[src/hw/rtl/face_sector_nearest_neighbor_assert.svh]
// Assertion macros for the face-sector nearest-neighbor RTL.
`ifndef FACE_SECTOR_NEAREST_NEIGHBOR_ASSERT_SVH
`define FACE_SECTOR_NEAREST_NEIGHBOR_ASSERT_SVH

// Same-cycle implication, sampled on clk_i, off while rst_ni is low.
`define FSNN_ASSERT_IMP(lbl, ante, cons, msg) \
  lbl: assert property (@(posedge clk_i) disable iff (!rst_ni) (ante) |-> (cons)) \
    else $error(msg);

// Next-cycle implication, sampled on clk_i, off while rst_ni is low.
`define FSNN_ASSERT_NXT(lbl, ante, cons, msg) \
  lbl: assert property (@(posedge clk_i) disable iff (!rst_ni) (ante) |=> (cons)) \
    else $error(msg);

`endif

[src/hw/rtl/fsnn_pkg.sv]
// Types, constants and helpers for the face-sector nearest-neighbor block.
package fsnn_pkg;

  localparam int CoordBits  = 24;
  localparam int IdBits     = 16;
  localparam int TolBits    = 10;
  localparam int Quadrants  = 4;
  localparam int Faces      = 6;
  localparam int Sectors    = Quadrants * Faces;
  localparam int SlotBits   = $clog2(Sectors);
  localparam int DiffBits   = CoordBits + 1;
  localparam int SqBits     = 2 * DiffBits;
  localparam int DistBits   = SqBits + 2;
  localparam int QueueDepth = 4;
  localparam int PtrBits    = $clog2(QueueDepth);

  typedef struct packed {
    logic signed [CoordBits-1:0] cur_x;
    logic signed [CoordBits-1:0] cur_y;
    logic signed [CoordBits-1:0] cur_z;
    logic signed [CoordBits-1:0] nbr_x;
    logic signed [CoordBits-1:0] nbr_y;
    logic signed [CoordBits-1:0] nbr_z;
    logic [IdBits-1:0]           nbr_id;
    logic                        has_neighbor;
    logic                        last_item;
  } fsnn_in_t;

  typedef struct packed {
    logic [1:0]        sign_quadrant;
    logic [2:0]        face_index;
    logic [IdBits-1:0] chosen_id;
    logic              found;
    logic              last_result;
  } fsnn_out_t;

  // One classified item on its way from the front part to the sector table.
  typedef struct packed {
    logic                nbr;
    logic [SlotBits-1:0] slot;
    logic [DistBits-1:0] sq_dist;
    logic [IdBits-1:0]   id;
    logic                last;
  } fsnn_op_t;

  function automatic logic [1:0] slot_quad(input logic [SlotBits-1:0] s);
    logic [1:0] q;
    if (s >= SlotBits'(3 * Faces)) q = 2'd3;
    else if (s >= SlotBits'(2 * Faces)) q = 2'd2;
    else if (s >= SlotBits'(Faces)) q = 2'd1;
    else q = 2'd0;
    return q;
  endfunction

  function automatic logic [2:0] slot_face(input logic [SlotBits-1:0] s);
    logic [SlotBits-1:0] base;
    base = SlotBits'(slot_quad(s)) * SlotBits'(Faces);
    return 3'(s - base);
  endfunction

endpackage

[src/hw/rtl/fsnn_queue.sv]
// Short queue of classified items between the front part and the sector table.
module fsnn_queue (
  input  logic                clk_i,
  input  logic                rst_ni,
  input  logic                push_i,
  input  fsnn_pkg::fsnn_op_t  op_i,
  output logic                full_o,
  input  logic                pop_i,
  output fsnn_pkg::fsnn_op_t  op_o,
  output logic                empty_o
);
  import fsnn_pkg::*;

  fsnn_op_t           mem_q [QueueDepth];
  logic [PtrBits-1:0] wr_ptr_q, wr_ptr_d;
  logic [PtrBits-1:0] rd_ptr_q, rd_ptr_d;
  logic [PtrBits:0]   cnt_q, cnt_d;

  assign full_o  = (cnt_q == (PtrBits+1)'(QueueDepth));
  assign empty_o = (cnt_q == '0);
  assign op_o    = mem_q[rd_ptr_q];

  always_comb begin
    wr_ptr_d = push_i ? wr_ptr_q + PtrBits'(1) : wr_ptr_q;
    rd_ptr_d = pop_i ? rd_ptr_q + PtrBits'(1) : rd_ptr_q;
    cnt_d    = cnt_q;
    if (push_i && !pop_i) cnt_d = cnt_q + (PtrBits+1)'(1);
    else if (pop_i && !push_i) cnt_d = cnt_q - (PtrBits+1)'(1);
  end

  always_ff @(posedge clk_i or negedge rst_ni) begin
    if (!rst_ni) begin
      wr_ptr_q <= '0;
      rd_ptr_q <= '0;
      cnt_q    <= '0;
    end else begin
      wr_ptr_q <= wr_ptr_d;
      rd_ptr_q <= rd_ptr_d;
      cnt_q    <= cnt_d;
    end
  end

  always_ff @(posedge clk_i) begin
    if (push_i) mem_q[wr_ptr_q] <= op_i;
  end

endmodule

[config.mk]
export PLATFORM = sky130hd
export DESIGN_NAME = fsnn_queue
export DESIGN_NICKNAME = d
export VERILOG_FILES = /design/src/hw/rtl/face_sector_nearest_neighbor_assert.svh /design/src/hw/rtl/fsnn_pkg.sv /design/src/hw/rtl/fsnn_queue.sv
export SDC_FILE = /design/constraint.sdc
export NUM_CORES = 1
export LEC_CHECK = 0
export BUFFER_PORTS_ARGS = -buffer_cell sky130_fd_sc_hd__buf_2
export CAP_MARGIN = 20
export CORE_ASPECT_RATIO = 2
export CORE_MARGIN = 10
export CORE_UTILIZATION = 45
export DETAILED_ROUTE_END_ITERATION = 6
export GPL_TIMING_DRIVEN = 0
export PLACE_DENSITY = 0.68
export SLEW_MARGIN = 20
export SYNTH_ARGS = -nofsm -noshare
export SYNTH_HDL_FRONTEND = slang
export SYNTH_SLANG_ARGS = --single-unit
[constraint.sdc]
create_clock -name clk_i -period 7.79 [get_ports clk_i]
set_input_delay 0.779 -clock clk_i [delete_from_list [all_inputs] [get_ports clk_i]]
set_output_delay 0.779 -clock clk_i [all_outputs]
set_load 0.05 [all_outputs]
==> impl_results.md <==
- Buffers added on ports: 155
- Synth Instances: between 400 and 500
- GRT Total Usage: 13.45%
- Die X: 131.8 µm
- Post-CTS Resized: 0
- CP Max Fanout: 10
- Die Span Y: around 240 µm
- Vias in the first global route: 5684
- Pwr Density: about 430 nW/µm²
- Area of the multi-input gates: roughly 1900 µm²
- Crit Path Category: reg2out
- First-pass GRT wire length: 33430 µm
- # DRC: 0
- Core area: 24530 µm²
- Reg clk slew, reported paths: 0.06 ns
- Hold_buf cts: 0
- Final wirelength: roughly 22000 µm
- Drt pass-1 iters: 4
- Syn Area/Cell: 26.40 µm²
- Most frequent cell after synthesis: edfxtp_1
- Fillcell total: slightly below 2000
- Launch point of the worst reg-to-reg path: wr_ptr_q[0]$_DFFE_PN0P_
- Maximum root-to-sink buffer count: 3
- Overall power: 5.724 mW
- Reg-to-Reg End: mem_q[0][71]$_DFFE_PP_
- Layout cells sized above 1: 45.31%
- RSZ-0062 raised after global routing: no
- Io pins: around 160
- Final period util: 38.55%
- Worst R2R Path Depth: 4
- Routed WL per cell: 22.45 µm
- Synth cell types: 20
- CTS sink cnt: 307
- Yosys warning count: 0
- Max cap viols: 0
- Critical Path AT: between 2 and 2.5 ns
- Area delta synth->final: 18.35%
- Status: finished clean
- Min Tclk post-route: roughly 3.0 ns
- Via Count: 4975
- GPL Wtd Cong: 0.7163
- Starting density of the core: 45.85%
- Area share of the largest cell type after synthesis: between 80% and 90%
- Synth Net Count: 511
- Register area: between 9000 and 10000 µm²
- Commonest cells in the netlist: edfxtp_1 (300), mux4_2 (75), dfrtp_1 (7)
- Data required, critical path: 7.01 ns
- Postcts setup bufs: 0
- Post-synth ARST share: 2.280%
- Clk_lat worst skew: between 0.5 and 0.6 ns
- Clk root buf: clkbuf_16
- Leakage: approximately 4.5 nW
- Die area: 32100 µm²
- Area leader, netlist: edfxtp_1
- Initial antenna violation count: 4
- DP HPWL: about 15000 µm
- Num rows: 81
- Max-slew violation count: 0
- Worst Tran Pin Value: 0.6486 ns
- Total gr overflow: 0
- Crit. End Element: output port
- Peak Freq: 333.0 MHz
- CTS tree: yes
- Clk_skew: 0.01149 ns
- FF+latch count, synth: 307
- Setup TNS: 0 ns
- Initial DRC Count: 305
- Endpoints failing hold: 0
- Synth Flop Type: edfxtp_1
- Slew headroom: 56.76%
- Max IR drop VDD: 278.9 µV
- Final setup fails: 0
- Nets@finish: 697
- Synthesized area: 11250 µm²
- Post-synth EDFFs: 300
- Final Cell Area: 13310 µm²
- R2r setup slk: roughly 5.9 ns
- Antenna Violating Nets Remaining: 0
- HP Class: in2async
- Startpoint Class: flip-flop
- H-tree levels: 1
- Largest net degree at the start of global routing: 46
- DP Area: 12530 µm²
- Vias/cell: just over 5
- Top cells by area, synth: edfxtp_1 (80%), mux4_2 (15%), dfrtp_1 (1.6%)
- Cts bufs inserted: 25
- Sequential-to-total area share from yosys stat: between 80% and 90%
==> routing by layer <==
| metal | vias to the layer above | track usage (%) | part of all wire, % |
|---|---|---|---|
| met5 | - | 0 | 0.042 |
| met2 | 123 | 25.67 | 58 |
| met4 | 2 | 4.799 | 2.5 |
| li1 | 2202 | - | - |
| met1 | 2614 | 14.13 | 35 |
| met3 | 34 | 2.741 | 4.5 |
==> logic make-up (layout without fill, tap and decap cells) <==
family                     Yosys count  in the layout  share of synthesized area (%)
adders and majority gates            6              6                         0.7343
xor gates and xnor gates             6              6                         0.4673
AOI/OAI and AO/OA                    1              1                        0.04446
other                                0              3                              0
muxes                               76             76                          15.12
and+or+nand+nor                      9              9                         0.4339
DFF                                307            307                          81.66
buffers and inverters               21            224                          1.535
==> critical path, stage by stage (launching register included) <==
cell,delay [ns]
dfrtp_1,0.45
buf_2,0.30
buf_2,0.32
mux4_2,0.39
buf_2,0.24
==> flip-flops by register name, indices dropped and copies added, names as in the netlist <==
name,count
cnt_q,3
mem_q,300
rd_ptr_q,2
wr_ptr_q,2
==> layout by cell type, fill, tap and decap left out <==
| master | n |
|---|---|
| edfxtp_1 | 300 |
| buf_2 | 160 |
| mux4_2 | 75 |
| clkbuf_16 | 27 |
| clkbuf_1 | 8 |
| buf_12 | 7 |
| dfrtp_1 | 7 |
| ha_1 | 5 |
| buf_4 | 4 |
| inv_1 | 4 |
| and2_4 | 4 |
| xor2_1 | 4 |
| clkinv_1 | 4 |
| diode_2 | 3 |
| buf_1 | 3 |
| xnor2_1 | 2 |
| nand2_1 | 2 |
| clkbuf_8 | 2 |
| clkinv_2 | 2 |
| buf_6 | 1 |
| nor3_1 | 1 |
| nor3b_1 | 1 |
| mux2_2 | 1 |
| o21ai_0 | 1 |
| nor2_1 | 1 |
| fa_1 | 1 |
| inv_6 | 1 |
| buf_16 | 1 |
==> power by group <==
group	total, mW	internal [mW]	switching (mW)
registers	2.23	2.16	0.0761
clock network	1.18	0.651	0.531
logic	2.31	0.711	1.60
==> metrics by stage <==
stage / utilization [%] / hold WS, ns / cells / worst slack, ns
6_report: 54.26 / 0.08434 / 964 / 4.787
5_1_grt: 54.25 / 0.06947 / 963 / 4.629
4_1_cts: 54.23 / 0.06197 / 961 / 4.653
3_5_place_dp: 51.11 / 0.5191 / 917 / 5.236
3_3_place_gp: 50.71 / 0.4752 / 913 / 3.412
2_1_floorplan: - / 0.4563 / 426 / 4.818
==> area by class of cell <==
type | count | area share (%)
Sequential cell | 307 | 69.00
Multi-Input combinational cell | 98 | 14.27
Timing Repair Buffer | 159 | 6.487
Clock buffer | 37 | 5.509
Tap cell | 332 | 3.121
Buffer | 17 | 1.185
Clock inverter | 7 | 0.2538
Inverter | 4 | 0.1128
Antenna cell | 3 | 0.05641
==> worst max-delay path by stage <==
stage	start	to	slack [ns]	depth (start not counted)
finish	rd_ptr_q[1]$_DFFE_PN0P_	op_o[21]	4.79	4
global route	rd_ptr_q[1]$_DFFE_PN0P_	op_o[21]	4.63	4
detailed placement	rd_ptr_q[1]$_DFFE_PN0P_	op_o[21]	5.24	4
global placement	push_i	mem_q[2][24]$_DFFE_PP_	3.41	2
CTS	rd_ptr_q[1]$_DFFE_PN0P_	op_o[21]	4.65	4
floorplan	push_i	mem_q[1][0]$_DFFE_PP_	4.82	1
Power figures use the tool's default switching activity.
