--- src/hw/rtl/face_sector_nearest_neighbor_assert.svh ---
// Assertion macros for the face-sector nearest-neighbor RTL.
`ifndef FACE_SECTOR_NEAREST_NEIGHBOR_ASSERT_SVH
`define FACE_SECTOR_NEAREST_NEIGHBOR_ASSERT_SVH

// Same-cycle implication, sampled on clk_i, off while rst_ni is low.
`define FSNN_ASSERT_IMP(lbl, ante, cons, msg) \
  lbl: assert property (@(posedge clk_i) disable iff (!rst_ni) (ante) |-> (cons)) \
    else $error(msg);

// Next-cycle implication, sampled on clk_i, off while rst_ni is low.
`define FSNN_ASSERT_NXT(lbl, ante, cons, msg) \
  lbl: assert property (@(posedge clk_i) disable iff (!rst_ni) (ante) |=> (cons)) \
    else $error(msg);

`endif

--- src/hw/rtl/fsnn_pkg.sv ---
// Types, constants and helpers for the face-sector nearest-neighbor block.
package fsnn_pkg;

  localparam int CoordBits  = 24;
  localparam int IdBits     = 16;
  localparam int TolBits    = 10;
  localparam int Quadrants  = 4;
  localparam int Faces      = 6;
  localparam int Sectors    = Quadrants * Faces;
  localparam int SlotBits   = $clog2(Sectors);
  localparam int DiffBits   = CoordBits + 1;
  localparam int SqBits     = 2 * DiffBits;
  localparam int DistBits   = SqBits + 2;
  localparam int QueueDepth = 4;
  localparam int PtrBits    = $clog2(QueueDepth);

  typedef struct packed {
    logic signed [CoordBits-1:0] cur_x;
    logic signed [CoordBits-1:0] cur_y;
    logic signed [CoordBits-1:0] cur_z;
    logic signed [CoordBits-1:0] nbr_x;
    logic signed [CoordBits-1:0] nbr_y;
    logic signed [CoordBits-1:0] nbr_z;
    logic [IdBits-1:0]           nbr_id;
    logic                        has_neighbor;
    logic                        last_item;
  } fsnn_in_t;

  typedef struct packed {
    logic [1:0]        sign_quadrant;
    logic [2:0]        face_index;
    logic [IdBits-1:0] chosen_id;
    logic              found;
    logic              last_result;
  } fsnn_out_t;

  // One classified item on its way from the front part to the sector table.
  typedef struct packed {
    logic                nbr;
    logic [SlotBits-1:0] slot;
    logic [DistBits-1:0] sq_dist;
    logic [IdBits-1:0]   id;
    logic                last;
  } fsnn_op_t;

  function automatic logic [1:0] slot_quad(input logic [SlotBits-1:0] s);
    logic [1:0] q;
    if (s >= SlotBits'(3 * Faces)) q = 2'd3;
    else if (s >= SlotBits'(2 * Faces)) q = 2'd2;
    else if (s >= SlotBits'(Faces)) q = 2'd1;
    else q = 2'd0;
    return q;
  endfunction

  function automatic logic [2:0] slot_face(input logic [SlotBits-1:0] s);
    logic [SlotBits-1:0] base;
    base = SlotBits'(slot_quad(s)) * SlotBits'(Faces);
    return 3'(s - base);
  endfunction

endpackage

--- src/hw/rtl/fsnn_back.sv ---
// Back part: per-sector nearest-neighbor table and result drain.
module fsnn_back (
  input  logic                clk_i,
  input  logic                rst_ni,
  input  fsnn_pkg::fsnn_op_t  op_i,
  input  logic                empty_i,
  output logic                pop_o,
  output logic                out_valid_o,
  input  logic                out_stall_i,
  output fsnn_pkg::fsnn_out_t out_data_o
);
  import fsnn_pkg::*;

  `include "face_sector_nearest_neighbor_assert.svh"

  typedef enum logic {StRun, StDrain} state_e;

  state_e              state_q, state_d;
  logic [Sectors-1:0]  used_q, used_d;
  logic [Sectors-1:0]  pend_q, pend_d;
  logic                out_v_q, out_v_d;
  fsnn_out_t           out_q, out_d;

  logic [DistBits-1:0] dist_q [Sectors];
  logic [IdBits-1:0]   id_q   [Sectors];

  logic                upd, out_free;
  logic [Sectors-1:0]  used_upd, pend_rest;
  logic [SlotBits-1:0] idx;

  assign pop_o    = (state_q == StRun) && !empty_i;
  assign upd      = pop_o && op_i.nbr
                    && (!used_q[op_i.slot] || (op_i.sq_dist < dist_q[op_i.slot]));
  assign used_upd = used_q | (upd ? (Sectors'(1) << op_i.slot) : '0);
  assign out_free = !out_v_q || !out_stall_i;

  // Lowest pending sector goes out first; clear it from the rest.
  always_comb begin
    idx = '0;
    for (int i = Sectors - 1; i >= 0; i--) begin
      if (pend_q[i]) idx = SlotBits'(i);
    end
  end
  assign pend_rest = pend_q & (pend_q - Sectors'(1));

  always_comb begin
    state_d = state_q;
    used_d  = used_q;
    pend_d  = pend_q;
    out_v_d = out_v_q && out_stall_i;
    out_d   = out_q;
    unique case (state_q)
      StRun: begin
        if (pop_o) begin
          used_d = used_upd;
          if (op_i.last) begin
            pend_d  = used_upd;
            used_d  = '0;
            state_d = StDrain;
          end
        end
      end
      StDrain: begin
        if (out_free) begin
          out_v_d = 1'b1;
          if (pend_q == '0) begin
            out_d             = '0;
            out_d.last_result = 1'b1;
            state_d           = StRun;
          end else begin
            out_d.sign_quadrant = slot_quad(idx);
            out_d.face_index    = slot_face(idx);
            out_d.chosen_id     = id_q[idx];
            out_d.found         = 1'b1;
            out_d.last_result   = (pend_rest == '0);
            pend_d              = pend_rest;
            if (pend_rest == '0) state_d = StRun;
          end
        end
      end
      default: state_d = StRun;
    endcase
  end

  always_ff @(posedge clk_i or negedge rst_ni) begin
    if (!rst_ni) begin
      state_q <= StRun;
      used_q  <= '0;
      pend_q  <= '0;
      out_v_q <= 1'b0;
      out_q   <= '0;
    end else begin
      state_q <= state_d;
      used_q  <= used_d;
      pend_q  <= pend_d;
      out_v_q <= out_v_d;
      out_q   <= out_d;
    end
  end

  always_ff @(posedge clk_i) begin
    if (upd) begin
      dist_q[op_i.slot] <= op_i.sq_dist;
      id_q[op_i.slot]   <= op_i.id;
    end
  end

  assign out_valid_o = out_v_q;
  assign out_data_o  = out_q;

  `FSNN_ASSERT_NXT(a_last_enters_drain, pop_o && op_i.last, state_q == StDrain, "missed drain")
  `FSNN_ASSERT_NXT(a_last_clears_table, pop_o && op_i.last, used_q == '0, "table not cleared")
  `FSNN_ASSERT_NXT(a_pend_shrinks, state_q == StDrain, ~|(pend_q & ~$past(pend_q)), "pend grew")
  `FSNN_ASSERT_IMP(a_empty_is_last, out_v_q && !out_q.found, out_q.last_result, "empty not last")

endmodule

--- config.mk ---
export PLATFORM = sky130hd
export DESIGN_NAME = fsnn_back
export DESIGN_NICKNAME = d
export VERILOG_FILES = /design/src/hw/rtl/fsnn_pkg.sv /design/src/hw/rtl/fsnn_back.sv
export VERILOG_INCLUDE_DIRS = /design/src /design/src/hw/rtl
export SDC_FILE = /design/constraint.sdc
export NUM_CORES = 2
export LEC_CHECK = 0
export BUFFER_PORTS_ARGS = -buffer_cell sky130_fd_sc_hd__buf_2
export CAP_MARGIN = 20
export CORE_AREA = 10 10 360 362
export DETAILED_ROUTE_END_ITERATION = 6
export DIE_AREA = 0 0 370 372
export PLACE_DENSITY = 0.71
export SLEW_MARGIN = 40
export SYNTH_ARGS = -nofsm -noshare
export SYNTH_HDL_FRONTEND = slang
export SYNTH_SLANG_ARGS = --single-unit
--- constraint.sdc ---
create_clock -name clk_i -period 15.48 [get_ports clk_i]
set_clock_uncertainty 0.2 [all_clocks]
set_input_delay 0 -clock clk_i [delete_from_list [all_inputs] [get_ports clk_i]]
set_output_delay 0 -clock clk_i [all_outputs]
set_load 0.01 [all_outputs]
==> impl_metrics.toml <==
[outcome]
outcome = "finished clean"

[place]
portBuffers = 103
dp_hpwl_um = 86580
gp_congestion = 0.8120

[yosys]
synth_top_area_cell = "edfxtp_1"
avgSynthCellArea_sq_um = 19.18
ys_top_cells_by_area = "edfxtp_1 73%, mux4_2 12%, dfrtp_1 2.7%"
ys_types = 74
ys.warnings.count = 0
syn_nets = 3622
synth-async-reset-ratio_pct = 4.282
seq_area_frac_synth_pct = 75.90
ys_ff_latch = 1705
synth_top_family_by_area = "multiplexers"
synth_top_flop_cell = "edfxtp_1"
synth_edf_count = 1632
syn_area_sq_um = 66970
syn_inst = 3491
synthMuxAreaShare_pct = 13.27
synth-xor-area-share_pct = 0.03923
synth_top_area_share_pct = 73.18
synth_adder_area_share_pct = 1.031
synth_compound_area_share_pct = 4.478
synth-simple-area-share_pct = 4.004

[global_routing]
first_global_vias = 35380
overflow = 0
gr-usage-met2_pct = 37.70
met1_usage_pct = 33.15
grt_start_max_net_pins = 160
top_usage_layer = "met2"
grt_first_pass_wirelength_um = 239100
use_met3_pct = 4.566
grt_usage_pct = 23.56
antenna_found_initial = 10

[routing]
via_per_inst = 6.334
drt_first_pass_iters = 6
drtIter0Drc = 3948
wl_per_cell_um = 29.13
vias = 35040
drc = 0
drt-total-wl_um = 161100
ant_nets = 0

[floorplan]
core_region_area_sq_um = 122700
die_area_sq_um = 137600
start_util_pct = 54.60
die_height_um = 372
row_count = 129
ios = 104
fp.dieW_um = 370

[final_layout]
area_growth_pct = 13.44
layout_common_cells = "1632 x edfxtp_1, 353 x nand2_1, 351 x mux4_2"
drive_gt1_share_pct = 21.43
post-route-util_pct = 61.94
nNetsFinal = 3891
layout_commonest_cell = "edfxtp_1"

[worst_setup_path]
crit_fanout = 61
startpoint_type = "input pin"
path_class = "in2reg"
cp.arrival_ps = 8370
rrSetupSlack_ps = 8600
end_kind = "register"
required_ps = 15690

[power]
pwr-share-clk_pct = 36.2
power.total_mw = 10.85
swShare_pct = 27.07
vdd_drop_max_mv = 0.1663
leakage_nw = 24.81
p_int_mw = 7.911
pwr_density_cell_nw_per_um2 = 142.8
switchingPower_mw = 2.937
power_frac_comb_pct = 16.2
seq_power_share_pct = 47.6

[sta]
min_period_over_period_pct = 52.69
rsz0062_at_grt = "no"
fin_crit_ps = 8156
final_hold_viol_count = 0
tns_ps = 0
clock.fmax_mhz = 122.6
worst_pin_slew_ps = 960.1
max-slew-margin-rel_pct = 35.99
finalSetupViolCount = 0
finalMaxSlewViolations = 0

[clock_tree]
clk_latency_ps = 790
clockBufferDepth = 3
clk_pin_slew_worst_paths_ps = 60
cts_tree = "built"
cts_max_level = 4
cts_buffers = 167
cts-root-buf = "clkbuf_16"
cts_repair_resize_count = 0
clkSinkCount = 1705

[worst_hold_path]
min-delay-path-class = "in2reg"

[flow_run]
cap_violations = 0
==> layout make-up <==
class,instances,area (sq um)
Antenna cell,3,7.507
Clock buffer,226,4552
Clock inverter,74,734.5
Fill cell,8462,46690
Inverter,14,52.55
Multi-Input combinational cell,1584,15470
Sequential cell,1705,50830
Tap cell,1637,2048
Timing Repair Buffer,288,2276
==> critical path, cell delays in order <==
cell and delay (ps):
dlygate4sd3_1 590, buf_8 570, buf_4 710, buf_4 680, mux4_2 590, mux4_2 490
o21ai_0 250, ha_1 330, o21a_1 140, a2111oi_0 610, o211ai_1 180, a31o_2 410
or2_1 360, or3_1 570, nor2_4 420, buf_4 470, buf_4 730
==> state kept, by name (all words and copies together), names as in the netlist <==
register / cells
dist_q: 1248
id_q: 384
pend_q: 24
used_q: 24
out_data_o: 23
out_valid_o: 1
state_q: 1
==> power by group through the flow <==
| stage | clock, mW | combinational, mW | sequential (mW) |
|---|---|---|---|
| 3_5_place_dp | 0 | 1.71 | 5.26 |
| 3_3_place_gp | 0 | 1.68 | 5.26 |
| 4_1_cts | 3.98 | 1.75 | 5.16 |
| 2_1_floorplan | 0 | 1.13 | 5.26 |
| 6_report | 3.92 | 1.76 | 5.16 |
| 5_1_grt | 4.17 | 1.90 | 5.17 |
==> logic make-up after synthesis <==
kind of cell,after synthesis
compound gates,474
mux,449
flops,1705
buf+inv,202
simple gates,602
xor+xnor,3
fa+ha+maj,56
==> worst paths after layout <==
path / from / to / depth (start not counted)
max: op_i[69] / dist_q[1][42] / 17
max in group asynchronous: rst_ni / pend_q[17] / 5
min in group asynchronous: rst_ni / out_data_o[13] / 4
min reg2reg: out_data_o[1] / out_data_o[1] / 2
min: op_i[49] / dist_q[13][32] / 2
max reg2reg: dist_q[7][7] / dist_q[1][42] / 14
==> metrics by stage <==
step | hold slack, ps | cells | area (sq um) | worst slack, ps
after floorplan | -495.6 | 3491 | 66970 | 4185
after CTS | 6.516 | 5527 | 75960 | 7361
after detailed placement | -376.2 | 5121 | 69610 | 7163
after global routing | 47.82 | 5529 | 75970 | 6951
final | 54.39 | 5531 | 75980 | 7324
after global placement | -380.9 | 5121 | 69530 | 7306
==> cell usage after synthesis (7+ instances only) <==
cell type,number
a2111oi_0,15
a211oi_1,45
a21o_1,20
a21oi_1,160
a31oi_1,22
a32oi_1,29
and2_1,7
buf_1,29
buf_2,48
clkbuf_1,106
dfrtp_1,73
edfxtp_1,1632
ha_1,52
inv_1,13
mux2i_1,96
mux4_2,351
nand2_1,356
nand3_1,34
nand4_1,12
nor2_1,93
nor3_1,21
nor4_1,31
o211ai_1,9
o21a_1,13
o21ai_0,94
o221ai_1,16
o22ai_1,9
o31ai_1,8
==> per-layer routing <==
layer	share of wire, %	routed length (um)
met1	40	64310
met2	49	78580
met3	8.8	14200
met4	2.5	4017
met5	0.030	48
==> timing repair <==
item / CTS / global route
buffers inserted: 0 / 0
endpoints found under the hold margin: 1786 / 0
hold buffers: 106 / 0
Note: power is estimated with default switching activity, not from simulation.
