### config.mk
export PLATFORM = sky130hd
export DESIGN_NAME = fsnn_front
export DESIGN_NICKNAME = d
export VERILOG_FILES = /design/src/hw/rtl/face_sector_nearest_neighbor_assert.svh /design/src/hw/rtl/fsnn_pkg.sv /design/src/hw/rtl/fsnn_front.sv
export SDC_FILE = /design/constraint.sdc
export NUM_CORES = 2
export LEC_CHECK = 0
export BUFFER_PORTS_ARGS = -buffer_cell sky130_fd_sc_hd__buf_2
export CORE_MARGIN = 3
export CORE_UTILIZATION = 60
export CTS_BUF_LIST = sky130_fd_sc_hd__clkbuf_8 sky130_fd_sc_hd__clkbuf_16
export CTS_CLUSTER_DIAMETER = 50
export DETAILED_ROUTE_END_ITERATION = 6
export PLACE_DENSITY = 0.77
export SYNTH_ARGS = -nofsm -noshare
export SYNTH_HDL_FRONTEND = slang
export SYNTH_SLANG_ARGS = --single-unit
### constraint.sdc
create_clock -name clk_i -period 19.2 [get_ports clk_i]
set_input_delay 0.96 -clock clk_i [delete_from_list [all_inputs] [get_ports clk_i]]
set_output_delay 0.96 -clock clk_i [all_outputs]
set_load 0.03 [all_outputs]
### src/hw/rtl/face_sector_nearest_neighbor_assert.svh
// Assertion macros for the face-sector nearest-neighbor RTL.
`ifndef FACE_SECTOR_NEAREST_NEIGHBOR_ASSERT_SVH
`define FACE_SECTOR_NEAREST_NEIGHBOR_ASSERT_SVH

// Same-cycle implication, sampled on clk_i, off while rst_ni is low.
`define FSNN_ASSERT_IMP(lbl, ante, cons, msg) \
  lbl: assert property (@(posedge clk_i) disable iff (!rst_ni) (ante) |-> (cons)) \
    else $error(msg);

// Next-cycle implication, sampled on clk_i, off while rst_ni is low.
`define FSNN_ASSERT_NXT(lbl, ante, cons, msg) \
  lbl: assert property (@(posedge clk_i) disable iff (!rst_ni) (ante) |=> (cons)) \
    else $error(msg);

`endif

### src/hw/rtl/fsnn_pkg.sv
// Types, constants and helpers for the face-sector nearest-neighbor block.
package fsnn_pkg;

  localparam int CoordBits  = 24;
  localparam int IdBits     = 16;
  localparam int TolBits    = 10;
  localparam int Quadrants  = 4;
  localparam int Faces      = 6;
  localparam int Sectors    = Quadrants * Faces;
  localparam int SlotBits   = $clog2(Sectors);
  localparam int DiffBits   = CoordBits + 1;
  localparam int SqBits     = 2 * DiffBits;
  localparam int DistBits   = SqBits + 2;
  localparam int QueueDepth = 4;
  localparam int PtrBits    = $clog2(QueueDepth);

  typedef struct packed {
    logic signed [CoordBits-1:0] cur_x;
    logic signed [CoordBits-1:0] cur_y;
    logic signed [CoordBits-1:0] cur_z;
    logic signed [CoordBits-1:0] nbr_x;
    logic signed [CoordBits-1:0] nbr_y;
    logic signed [CoordBits-1:0] nbr_z;
    logic [IdBits-1:0]           nbr_id;
    logic                        has_neighbor;
    logic                        last_item;
  } fsnn_in_t;

  typedef struct packed {
    logic [1:0]        sign_quadrant;
    logic [2:0]        face_index;
    logic [IdBits-1:0] chosen_id;
    logic              found;
    logic              last_result;
  } fsnn_out_t;

  // One classified item on its way from the front part to the sector table.
  typedef struct packed {
    logic                nbr;
    logic [SlotBits-1:0] slot;
    logic [DistBits-1:0] sq_dist;
    logic [IdBits-1:0]   id;
    logic                last;
  } fsnn_op_t;

  function automatic logic [1:0] slot_quad(input logic [SlotBits-1:0] s);
    logic [1:0] q;
    if (s >= SlotBits'(3 * Faces)) q = 2'd3;
    else if (s >= SlotBits'(2 * Faces)) q = 2'd2;
    else if (s >= SlotBits'(Faces)) q = 2'd1;
    else q = 2'd0;
    return q;
  endfunction

  function automatic logic [2:0] slot_face(input logic [SlotBits-1:0] s);
    logic [SlotBits-1:0] base;
    base = SlotBits'(slot_quad(s)) * SlotBits'(Faces);
    return 3'(s - base);
  endfunction

endpackage

### src/hw/rtl/fsnn_front.sv
// Front part: offsets, magnitudes, squares and face/quadrant classification.
module fsnn_front (
  input  logic                            clk_i,
  input  logic                            rst_ni,
  input  logic                            in_valid_i,
  output logic                            in_stall_o,
  input  fsnn_pkg::fsnn_in_t              in_data_i,
  input  logic [fsnn_pkg::TolBits-1:0]    tol_i,
  input  logic                            full_i,
  output logic                            push_o,
  output fsnn_pkg::fsnn_op_t              op_o
);
  import fsnn_pkg::*;

  localparam logic [1:0] AxisX = 2'd0;
  localparam logic [1:0] AxisY = 2'd1;
  localparam logic [1:0] AxisZ = 2'd2;

  logic signed [DiffBits-1:0] diff_c [3];
  logic [DiffBits-1:0]        mag_c  [3];

  logic                       s1_v_q, s1_v_d;
  logic signed [DiffBits-1:0] s1_diff_q [3];
  logic [DiffBits-1:0]        s1_mag_q  [3];
  logic [IdBits-1:0]          s1_id_q;
  logic                       s1_nbr_q;
  logic                       s1_last_q;

  logic                       s2_v_q, s2_v_d;
  logic [SqBits-1:0]          s2_sq_q [3];
  logic                       s2_hit_q;
  logic [SlotBits-1:0]        s2_slot_q;
  logic [IdBits-1:0]          s2_id_q;
  logic                       s2_last_q;

  logic                       s1_free, s2_free, s2_need;
  logic [DiffBits-1:0]        tol_ext;
  logic [2:0]                 cand, pos, neg;
  logic [1:0]                 axis, quad;
  logic                       hit;
  logic [2:0]                 face;
  logic [SlotBits-1:0]        slot;

  assign diff_c[0] = DiffBits'(in_data_i.nbr_x) - DiffBits'(in_data_i.cur_x);
  assign diff_c[1] = DiffBits'(in_data_i.nbr_y) - DiffBits'(in_data_i.cur_y);
  assign diff_c[2] = DiffBits'(in_data_i.nbr_z) - DiffBits'(in_data_i.cur_z);

  always_comb begin
    for (int k = 0; k < 3; k++) begin
      mag_c[k] = diff_c[k][DiffBits-1] ? DiffBits'(-diff_c[k]) : DiffBits'(diff_c[k]);
    end
  end

  // Handshake: a stage advances when the one after it can take its contents.
  assign s2_need = s2_hit_q || s2_last_q;
  assign push_o  = s2_v_q && s2_need && !full_i;
  assign s2_free = !s2_v_q || !s2_need || !full_i;
  assign s1_free = !s1_v_q || s2_free;
  assign in_stall_o = !s1_free;

  assign s1_v_d = s1_free ? in_valid_i : s1_v_q;
  assign s2_v_d = s2_free ? s1_v_q : s2_v_q;

  // Classification of the stage 1 offsets.
  assign tol_ext = DiffBits'(tol_i);
  assign cand[0] = (s1_mag_q[0] > tol_ext) && (s1_mag_q[0] >= s1_mag_q[1])
                   && (s1_mag_q[0] >= s1_mag_q[2]);
  assign cand[1] = (s1_mag_q[1] > tol_ext) && (s1_mag_q[1] >= s1_mag_q[2])
                   && (s1_mag_q[1] >= s1_mag_q[0]);
  assign cand[2] = (s1_mag_q[2] > tol_ext) && (s1_mag_q[2] >= s1_mag_q[0])
                   && (s1_mag_q[2] >= s1_mag_q[1]);

  always_comb begin
    for (int k = 0; k < 3; k++) begin
      neg[k] = s1_diff_q[k][DiffBits-1];
      pos[k] = !neg[k] && (|s1_diff_q[k]);
    end
  end

  always_comb begin
    if (cand[0]) axis = AxisX;
    else if (cand[1]) axis = AxisY;
    else axis = AxisZ;
  end

  assign hit = s1_nbr_q && (|cand);

  always_comb begin
    unique case (axis)
      AxisX:   begin quad = {pos[1], pos[2]}; face = {axis, !neg[0]}; end
      AxisY:   begin quad = {pos[0], pos[2]}; face = {axis, !neg[1]}; end
      default: begin quad = {pos[0], pos[1]}; face = {axis, !neg[2]}; end
    endcase
  end

  assign slot = SlotBits'({quad, 2'b00}) + SlotBits'({quad, 1'b0}) + SlotBits'(face);

  always_ff @(posedge clk_i or negedge rst_ni) begin
    if (!rst_ni) begin
      s1_v_q <= 1'b0;
      s2_v_q <= 1'b0;
    end else begin
      s1_v_q <= s1_v_d;
      s2_v_q <= s2_v_d;
    end
  end

  always_ff @(posedge clk_i) begin
    if (s1_free && in_valid_i) begin
      for (int k = 0; k < 3; k++) begin
        s1_diff_q[k] <= diff_c[k];
        s1_mag_q[k]  <= mag_c[k];
      end
      s1_id_q   <= in_data_i.nbr_id;
      s1_nbr_q  <= in_data_i.has_neighbor;
      s1_last_q <= in_data_i.last_item;
    end
    if (s2_free && s1_v_q) begin
      for (int k = 0; k < 3; k++) begin
        s2_sq_q[k] <= s1_mag_q[k] * s1_mag_q[k];
      end
      s2_hit_q  <= hit;
      s2_slot_q <= slot;
      s2_id_q   <= s1_id_q;
      s2_last_q <= s1_last_q;
    end
  end

  always_comb begin
    op_o.nbr     = s2_hit_q;
    op_o.slot    = s2_slot_q;
    op_o.sq_dist = DistBits'(s2_sq_q[0]) + DistBits'(s2_sq_q[1]) + DistBits'(s2_sq_q[2]);
    op_o.id      = s2_id_q;
    op_o.last    = s2_last_q;
  end

endmodule

==> metrics <==
initial antenna violation count 6; Hold Crit Class input pin to asynchronous set/reset pin; CP most frequent cell fa_1; DIE HEIGHT ~360 um; Worst-Margin Slew 1570 ps; routability cong. 1.02; Initial DRC Count 4322; initial core utilization 0.608; crit-path cells buf_4 -> inv_1 -> nor2_1 -> inv_1 -> fa_1 -> fa_1 -> fa_1 -> fa_1 -> fa_1 -> fa_1 -> fa_1 -> inv_1 -> ha_1 -> nand3_1 -> or3_1 -> a2111oi_0 -> nor3_1 -> a31oi_1 -> a21boi_1 -> o32ai_1 -> mux2i_1 -> a2111oi_0; crit path launch type flop; Fillers 9990; sequential area share after synthesis 0.134; Synth Register Bits 337; Max stage delay on crit path around 640 ps; antenna-violating nets left 0; Sink Count 337; CTS clk-pin slew, worst paths 60 ps; post-synth top area share 0.385; GRT Util Overall 0.326; dpl ws 10250 ps; Async SR Flop Fraction 0.00593; post-route setup TNS 0 ps; DR vias about 56000; final critical-path required period 9130 ps; most area-hungry cell type in the Yosys netlist fa_1; number of I/O pins between 200 and 300; met2 routed WL ~93000 um; highest achievable clock rate ~110 MHz; status finished with violations; Area Overhead vs Synth 6.51%; max-slew violations 3; Hold Slack 85.1 ps; delay-heaviest family, CP adder cells; Hold Buf Count CTS 0; first-pass GRT wire length 329000 um; core box area 124000 um^2; Worst EP arrival approximately 9500 ps; total CTS buffers 51; RSZ-0062 raised after global routing false; Critical-path top delay cell a2111oi_0; Synth Instances 8057; Tcrit/Tclk final 0.476; clk_lat worst skew 650 ps; Cell Area, Synth ~76000 um^2; GRT overflow 0; layout cell share with drive strength beyond 1 0.0608; Post-Route WL ~210000 um; Post-synth EDFFs 335; Worst Clk Skew 37.1 ps; peak fanout along the critical path 24; Final Net Count roughly 11000; Post-CTS Setup Repair Bufs 0; H-tree depth 2; critical path class flop to flop; Clock Tree Root clkbuf_16; setup slack on the worst flop-to-flop path 10070 ps; Crit. End Element flop; mean routed wirelength per cell 20.9 um; met1 WL 79700 um; row cnt 129; crit path buf inv count 4; Final Hold Viols 0; number of global-route vias before repair 60800; Max-slew headroom -0.0759; Setup violations, final 0; Synth warnings 0; Resize count post-CTS 0; commonest non-fill, non-tap cell in the layout inv_1; fin worst setup slack 10070 ps; largest net degree at the start of global routing 78; dpl hpwl 169000 um; Via density 5.68; drt pass-1 iters 6; syn_area_per_cell ~9.4 um^2; commonest non-fill, non-tap cells in the layout inv_1, fa_1, ha_1; max_cap viols 1; Req. time, crit path 19540 ps; Top FF cell, synth edfxtp_1; Top Metal Used met5; Post-route DRC 0; failing checks capacitance limit, slew limit; die outline width 361 um; top cells by area, synth fa_1, edfxtp_1, ha_1; Distinct cells, synth 95; Max clock buf depth 3; die area 130000 um^2; met3 routed WL 20700 um; CTS tree yes; Port Buf Inserts approximately 250
-- worst paths after layout --
path / start / to / cells after the start
min in group clk_i: s1_id_q[2] / s2_id_q[2] / 0
worst min register to register: s1_id_q[2] / s2_id_q[2] / 0
worst max register to register: s1_mag_q[0][60] / s2_sq_q[0][149] / 22
worst min-delay path: rst_ni / s2_v_q / 1
max in group asynchronous: rst_ni / s1_v_q / 1
worst max-delay path: s1_mag_q[0][60] / s2_sq_q[0][149] / 22
-- area by class of cell --
class                   count  area (um^2)  share of cell area
flip-flops and latches    337        10100               0.126
well taps                1637         2050              0.0255
diodes                      5         12.5            0.000156
clock buffers              51         1280              0.0159
repair buffers            351         2000              0.0249
clock inverters            45          449             0.00559
multi-input cells        5249        56100               0.698
inverters                2239         8400               0.105
-- worst reg2reg max path: cells and delay by family, from the launching register on --
kind,cells,cell delay (ps)
mux,1,130
compound gates,5,2140
flops,1,320
simple gates,4,1470
buf+inv,4,870
fa+ha+maj,8,3900
-- state kept, by name, indices dropped and copies added (netlist names), 5 cells and up --
signal and flops:
s1_diff_q 74, s1_mag_q 73, s1_id_q 16, s2_sq_q 147
s2_slot_q 5, s2_id_q 16
-- synthesized netlist by cell type, drive strengths merged, types with 57 or more instances --
master and n:
inv 2231, fa 1453, ha 788, nand2 631, nor2 505, edfxtp 335
a21oi 295, clkbuf 210, xnor2 204, a21o 183, o21ai 153, and2 130
xor2 121, nand3 67, o21a 60, nand4 57
-- per-layer routing --
layer | vias up | track usage
met4 | 4 | 0.186
li1 | 25200 | -
met3 | 637 | 0.0694
met1 | 27900 | 0.426
met5 | - | 0
met2 | 2600 | 0.509
-- stage by stage --
stage / utilization / instance area [um^2] / instances
2_1_floorplan: - / 75500 / 8059
3_3_place_gp: 0.633 / 78700 / 9813
3_5_place_dp: 0.633 / 78700 / 9813
4_1_cts: 0.647 / 80400 / 9909
5_1_grt: 0.647 / 80400 / 9912
6_report: 0.647 / 80400 / 9914
-- cell families after synthesis --
| family | synth area share |
|---|---|
| buffers and inverters | 0.123 |
| adders and majority gates | 0.516 |
| and+or+nand+nor | 0.101 |
| AOI/OAI and AO/OA | 0.0858 |
| DFF | 0.134 |
| xor gates and xnor gates | 0.0377 |
| muxes | 0.00250 |
| other | 0.0000497 |
Power is left out: the tool's default activity adds up to more than one toggle a clock period on the data nets, which glitch-free logic cannot reach.
